$ cat config.mk
export PLATFORM = sky130hd
export DESIGN_NAME = ftle_out
export DESIGN_NICKNAME = d
export VERILOG_FILES = /design/src/ftle_pkg.sv /design/src/ftle_out.sv
export SDC_FILE = /design/constraint.sdc
export NUM_CORES = 2
export LEC_CHECK = 0
export ABC_AREA = 1
export ABC_CLOCK_PERIOD_IN_PS = 7800
export BUFFER_PORTS_ARGS = -buffer_cell sky130_fd_sc_hd__buf_2
export CORE_AREA = 2 2 425 427
export DETAILED_ROUTE_END_ITERATION = 10
export DIE_AREA = 0 0 427 429
export SKIP_LAST_GASP = 1
export SLEW_MARGIN = 25
export SYNTH_ARGS = -nofsm -noshare
export SYNTH_HDL_FRONTEND = slang
export SYNTH_SLANG_ARGS = --single-unit
export TNS_END_PERCENT = 10
$ cat constraint.sdc
create_clock -name clk -period 7.8 [get_ports clk]
set_clock_uncertainty 0.15 [all_clocks]
set_input_delay 0.78 -clock clk [delete_from_list [all_inputs] [get_ports clk]]
set_output_delay 0.78 -clock clk [all_outputs]
set_load 0.005 [all_outputs]
$ cat src/ftle_pkg.sv
// shared widths, payload types, constants and log table helper for the ftle block
`default_nettype none
package ftle_pkg;

  // position and derivative widths
  localparam int POS_W    = 32;
  localparam int DIFF_W   = POS_W + 1;
  localparam int FACT_W   = 32;
  localparam int PROD_W   = DIFF_W + FACT_W;
  localparam int MANT_W   = 30;
  localparam int LEN_W    = $clog2(PROD_W + 1);
  localparam int S_W      = $clog2(PROD_W - MANT_W + 1);

  // cauchy-green tensor and discriminant widths
  localparam int SQP_W    = 2 * MANT_W;
  localparam int AC_W     = SQP_W + 1;
  localparam int B_W      = SQP_W + 2;
  localparam int HALF_W   = B_W / 2;
  localparam int PP_W     = 2 * HALF_W;
  localparam int SQ_W     = 2 * B_W;
  localparam int RAD_W    = SQ_W + 2;
  localparam int ROOT_W   = RAD_W / 2;
  localparam int REM_W    = ROOT_W + 2;
  localparam int ACS_W    = AC_W + 1;
  localparam int L_W      = ROOT_W + 1;
  localparam int E_W      = $clog2(L_W);

  // logarithm and output scaling widths
  localparam int INTERP_W = 16;
  localparam int TAB_W    = 33;
  localparam int EXP_W    = 9;
  localparam int EXP_OFS  = 2 * (POS_W + 12) + 1;
  localparam int YM_W     = EXP_W + 32;
  localparam int Y_W      = YM_W + 1;
  localparam int CFG_W    = 32;
  localparam int LOG_ADDR_BITS = 8;

  localparam logic [31:0]       HALF_LN2_Q32    = 32'h58B9_0BFC;
  localparam logic [CFG_W-1:0]  INV_HORIZON_RST = 32'h0001_0000;
  localparam logic [31:0]       FTLE_MIN        = 32'h8000_0000;
  localparam logic [31:0]       FTLE_MAX        = 32'h7FFF_FFFF;

  typedef struct packed {
    logic signed [POS_W-1:0]  east_x;
    logic signed [POS_W-1:0]  east_y;
    logic signed [POS_W-1:0]  west_x;
    logic signed [POS_W-1:0]  west_y;
    logic signed [POS_W-1:0]  north_x;
    logic signed [POS_W-1:0]  north_y;
    logic signed [POS_W-1:0]  south_x;
    logic signed [POS_W-1:0]  south_y;
    logic        [FACT_W-1:0] diff_scale;
  } in_t;

  typedef struct packed {
    logic signed [31:0] ftle_value;
    logic               saturated;
  } out_t;

  typedef struct packed {
    logic        [AC_W-1:0] a;
    logic        [AC_W-1:0] c;
    logic signed [B_W-1:0]  b;
    logic        [S_W-1:0]  s;
  } jac_t;

  typedef struct packed {
    logic [L_W-1:0] lsum;
    logic [S_W-1:0] s;
  } lsum_t;

  typedef struct packed {
    logic            zero;
    logic            neg;
    logic [YM_W-1:0] ymag;
  } log_t;

  // log2(1 + k/2^lb) in q0.32 by repeated squaring in q2.30
  function automatic logic [TAB_W-1:0] log_entry(input int unsigned k, input int unsigned lb);
    logic [63:0]      x;
    logic [TAB_W-1:0] res;
    res = '0;
    if (k >= (32'd1 << lb)) begin
      return 33'h1_0000_0000;
    end
    x = ((64'd1 << lb) + 64'(k)) << (30 - lb);
    for (int i = 31; i >= 0; i--) begin
      x = (x * x) >> 30;
      if (x >= 64'h8000_0000) begin
        res[i] = 1'b1;
        x = x >> 1;
      end
    end
    return res;
  endfunction

endpackage
`default_nettype wire

$ cat src/ftle_out.sv
// ln(sqrt) scaling, horizon scaling, saturation and the result register
`default_nettype none
module ftle_out
  import ftle_pkg::*;
(
  input  logic             clk,
  input  logic             rst_n,
  input  logic             en,
  input  logic [CFG_W-1:0] inv_horizon,
  input  logic             in_valid,
  input  log_t             in_data,
  output logic             out_valid,
  output out_t             out_data
);

  localparam int NST = 5;

  logic [NST-1:0] v_r;

  logic [63:0]     plo_r, qlo_r;
  logic [YM_W-1:0] phi_r, qhi_r, z_r, mag_r;
  logic [3:0]      zero_r, neg_r;
  out_t            out_r, out_nxt;

  // valid bits follow the data
  always_ff @(posedge clk) begin
    if (!rst_n) begin
      v_r <= '0;
    end else if (en) begin
      v_r <= {v_r[NST-2:0], in_valid};
    end
  end

  // saturate and apply the sign
  always_comb begin
    out_nxt.ftle_value = mag_r[31:0];
    out_nxt.saturated  = 1'b0;
    if (zero_r[3]) begin
      out_nxt.ftle_value = FTLE_MIN;
      out_nxt.saturated  = 1'b1;
    end else if (neg_r[3]) begin
      if (mag_r > YM_W'(FTLE_MIN)) begin
        out_nxt.ftle_value = FTLE_MIN;
        out_nxt.saturated  = 1'b1;
      end else begin
        out_nxt.ftle_value = -mag_r[31:0];
      end
    end else if (mag_r > YM_W'(FTLE_MAX)) begin
      out_nxt.ftle_value = FTLE_MAX;
      out_nxt.saturated  = 1'b1;
    end
  end

  // split 32-bit multiplies with a register after each
  always_ff @(posedge clk) begin
    if (en) begin
      plo_r  <= 64'(in_data.ymag[31:0]) * 64'(HALF_LN2_Q32);
      phi_r  <= YM_W'(in_data.ymag[YM_W-1:32]) * YM_W'(HALF_LN2_Q32);
      z_r    <= phi_r + YM_W'(plo_r[63:32]);
      qlo_r  <= 64'(z_r[31:0]) * 64'(inv_horizon);
      qhi_r  <= YM_W'(z_r[YM_W-1:32]) * YM_W'(inv_horizon);
      mag_r  <= qhi_r + YM_W'(qlo_r[63:32]);
      zero_r <= {zero_r[2:0], in_data.zero};
      neg_r  <= {neg_r[2:0], in_data.neg};
      out_r  <= out_nxt;
    end
  end

  assign out_valid = v_r[NST-1];
  assign out_data  = out_r;

endmodule
`default_nettype wire

# Yosys cells after proc, flatten, opt, wreduce, memory -nomap -nowiden
# Cells that the tools add are included.
totals:
  inputBits: 79
  regBits: 332
  word_cells: 24
  out_inout_bits: 34
classes:
  mul: 4
  n_lt_le_gt_ge: 2
  addsub: 3
  n_mux: 4
op_table:
  columns: ["operator", "count"]
  rows:
  - ["$mux W33", 2]
  - ["$mul A32 B32 Y64", 1]
  - ["$mul A32 B29 Y61 const B", 1]
  - ["$add A40 B31 Y41", 1]
  - ["$add A41 B32 Y41", 1]
  - ["$gt A41 B31 Y1 const B", 1]
  - ["$gt A41 B32 Y1 const B", 1]
  - ["$mul A9 B32 Y41", 1]
  - ["$mul A9 B29 Y38 const B", 1]
  - ["$mux W32", 1]
  - ["$neg A32 Y32", 1]
  - ["$mux W1", 1]

# Logic depth before layout (Yosys ltp)
depth:
  ltp_word: 3
  ltp_mapped: 33
  depth_no_buf: 31

# Worst setup path before layout
# No wires, ideal clock.
synth_path:
  path_kind: "input to register"
  from: "input port inv_horizon[2]"
  to: "register qlo_r[57], data pin"
  setup_time_ns: 0.252
  n_path_buf: 2
  setup_slack_ns: 0.746
  cell_stages: 28
  arrival_ns: 6.652
  required_time_ns: 7.398
  path_cell_list: "clkbuf_1 -> clkbuf_1 -> nand2_1 -> fa_1 -> inv_1 -> fa_1 -> inv_1 -> fa_1 -> fa_1 -> inv_1 -> fa_1 -> fa_1 -> fa_1 -> inv_1 -> fa_1 -> inv_1 -> ha_1 -> nand2_1 -> clkinv_1 -> nand2_1 -> nand2_1 -> o21bai_1 -> a21oi_1 -> nor2_1 -> nor2_1 -> nand2_1 -> nand2_1 -> nand2_1"
synth_via:
  elab_chain_cells: 1
synth_rtl:
  columns: ["element", "line", "source"]
  rows:
  - ["start, declared", "ftle_out.sv:9", "input logic [CFG_W-1:0] inv_horizon,"]
  - ["$mul A32 B32 Y64", "ftle_out.sv:60", "qlo_r <= 64'(z_r[31:0]) * 64'(inv_horizon);"]
  - ["end signal, assigned", "ftle_out.sv:60", null]
  - ["end, declared", "ftle_out.sv:20", "logic [63:0] plo_r, qlo_r;"]
# Every way passes these cells.
# A chain may end at the register's enable or synchronous reset.

# Final worst setup path
layout_path:
  from: "register z_r[20]"
  to: "register qlo_r[56], data pin"
layout_via:
  elab_chain_cells: 1
layout_rtl:
  columns: ["element", "line", "source"]
  rows:
  - ["start, declared", "ftle_out.sv:21", "logic [YM_W-1:0] phi_r, qhi_r, z_r, mag_r;"]
  - ["start signal, assigned", "ftle_out.sv:59", "z_r <= phi_r + YM_W'(plo_r[63:32]);"]
  - ["$mul A32 B32 Y64", "ftle_out.sv:60", null]
# Every way passes these cells.

==> results.yml <==
status:
  status: "finished, final reports clean"
route:
  wl_um: 238000
  routedWlPerCell_um: 18.86
  drcViolationCount: 0
  via_per_inst: 5.029
  drtIter0Drc: 4127
  vias: 63469
  dr.pass1.iters: 6
  ant_nets: 0
finish:
  multiInputGateArea_um2: 59450
  layout_common_cells: "inv_1, nand2_1, fa_1"
  layout_commonest_cell: "inv_1"
  fin_area_um2: 85570
  area.sequential_um2: 8058
  antenna_cells: 0
  final_cell_count_no_fill: 12621
  n_fill_cell: 17774
  drive_gt1_share_pct: 5.036
  area_delta_synth_final_pct: 7.016
  fin_nets: 12661
yosys:
  ys_types: 51
  synth.top_cell.area_share_pct: 38.38
  syn_avg_cell_area_um2: 7.884
  yosysTopAreaCell: "fa_1"
  synth_area_leaders: "fa_1, inv_1, ha_1"
  synth_edf_count: 265
  yosysSeqAreaShare_pct: 10.08
  synthCells: 10142
  synth-seq-cells: 270
  synth_nets: 12561
  syn_area_um2: 79960
  synthArstFlopShare_pct: 0
  yosysWarnings: 0
  yosys_most_used_dff: "edfxtp_1"
critical_path:
  crit_chain: "buf_4, nand2_1, fa_1, inv_1, fa_1, fa_1, fa_1, fa_1, fa_1, fa_1, ha_1, ha_1, a21oi_1, o21a_1, o21ai_0, a21oi_1, nand3_1, nand2_1, nand2_1"
  slowest_stage: "edfxtp_1"
  required_ns: 8.04
  crit_top_cell: "fa_1"
  crit_fanout: 15
  max_stage_delay_ns: 1.00
  crit_path_end_kind: "flop"
  crit_arrival_ns: 7.78
  path_class: "flop to flop"
  critPathLaunchType: "flop"
  timing.critical_path.buf_inv: 2
  path_delay_family: "adder cells"
run:
  maxCapViolations: 0
cts:
  cts_resized: 0
  cts_buffer_depth: 3
  root_buffer: "clkbuf_16"
  numCtsBuffers: 31
  post-cts-setup-buffers: 0
  htree_levels: 1
  path_clk_slew_ns: 0.07
  hold_buffers: 0
  clock_sinks: 270
  clock_latency_ns: 0.64
  cts_tree: "yes"
timing:
  fin_crit_sh_pct: 96.71
  rsz0062_at_grt: "false"
  fmax_ghz: 0.1326
  max_slew.worst_pin.slew_ns: 1.074
  setup_tns_ns: 0
  slew_violations: 0
  min_period_ns: 7.543
  finalHoldViolCount: 0
  holdWs_ns: 0.1721
  max_slew_margin_pct: 28.37
  finalSetupViolCount: 0
die:
  initial_core_util_pct: 44.91
  dieArea_um2: 183200
  core_um2: 178000
  die_w_um: 427
  io_pins: 113
  die_height_um: 429
  std_cell_rows: 155
place:
  portBuffers: 112
  dp.cells: 12563
  place.gp.congestion: 0.9670
  dp_hpwl_um: 209100
  placed_cell_area_um2: 84500
global_route:
  grt-ovfl-total: 0
  grt_pass1_wl_um: 384100
  grt_pass1_vias: 68438
  grt_max_degree: 119
  grt_usage_pct: 26.86
  antenna_found_initial: 3
hold_path:
  min_path_type: "input port to flop"
==> metal layers <==
metal  track usage, %  share of wire (%)  wire length (um)  vias to the layer above
li1                 -                  -                 -                    29770
met1            35.46                 43            101200                    31603
met2            47.04                 49            117500                     1748
met3            2.189                4.6             10910                      346
met4            7.510                3.5              8359                        2
met5                0             0.0055                13                        -
==> final cells by class <==
class / count / area share [%]
Clock buffer: 33 / 0.9153
Clock inverter: 24 / 0.3173
Multi-Input combinational cell: 6569 / 69.48
Sequential cell: 270 / 9.416
Tap cell: 2355 / 3.443
Timing Repair Buffer: 364 / 3.243
Inverter: 3006 / 13.19
==> Yosys cell counts, types with 6 or more instances <==
cell type / number
o21ai_2: 8
a21o_1: 25
edfxtp_1: 265
nor3_1: 60
a21oi_1: 380
nand2_1: 2364
o21bai_1: 43
a21boi_0: 9
inv_1: 2925
o21ai_0: 157
clkbuf_1: 281
buf_1: 7
clkinv_1: 7
nor4_1: 10
inv_2: 74
nand3_1: 250
nor2_2: 6
o21ai_1: 81
xor2_1: 114
fa_1: 1533
nand3b_1: 10
xnor2_1: 48
nand4_1: 57
o21a_1: 20
a21boi_1: 7
a31oi_1: 8
nor2_1: 541
ha_1: 807
==> worst paths after layout <==
kind	from	to	slack (ns)	depth (start not counted)
worst max-delay path	z_r[20]$_DFFE_PP_	qlo_r[56]$_DFFE_PP_	0.26	19
worst min-delay path	in_data[41]	neg_r[0]$_DFFE_PP_	0.17	1
worst min register to register	neg_r[2]$_DFFE_PP_	neg_r[3]$_DFFE_PP_	0.27	0
worst max register to register	z_r[20]$_DFFE_PP_	qlo_r[56]$_DFFE_PP_	0.26	19
==> state kept, by name (all words and copies together), names as in the netlist <==
name      cells
mag_r        41
qhi_r        41
z_r          41
phi_r        38
out_data     33
qlo_r        32
plo_r        31
v_r           5
neg_r         4
zero_r        4
==> logic make-up (layout without fill, tap and decap cells) <==
| kind of cell | Yosys count | count (layout) | share of synthesized area (%) |
|---|---|---|---|
| adder cells (fa/ha/maj) | 2340 | 2340 | 51.01 |
| buffers and inverters | 3303 | 3427 | 15.57 |
| AND/OR/NAND/NOR | 3319 | 3319 | 16.47 |
| XOR/XNOR | 162 | 162 | 1.774 |
| AO/OA/AOI/OAI | 748 | 748 | 5.103 |
| flip-flops | 270 | 270 | 10.08 |
==> stage by stage <==
stage               setup slack [ns]  utilization, %
CTS                           0.3782           48.05
global placement             0.08024           47.46
floorplan                     0.7456               -
finish                        0.2569           48.07
detailed placement           0.06859           47.46
global route                 0.04868           48.07
Power is not shown: default switching activity piles up to over one toggle a cycle in this logic, so the estimate is an artifact.
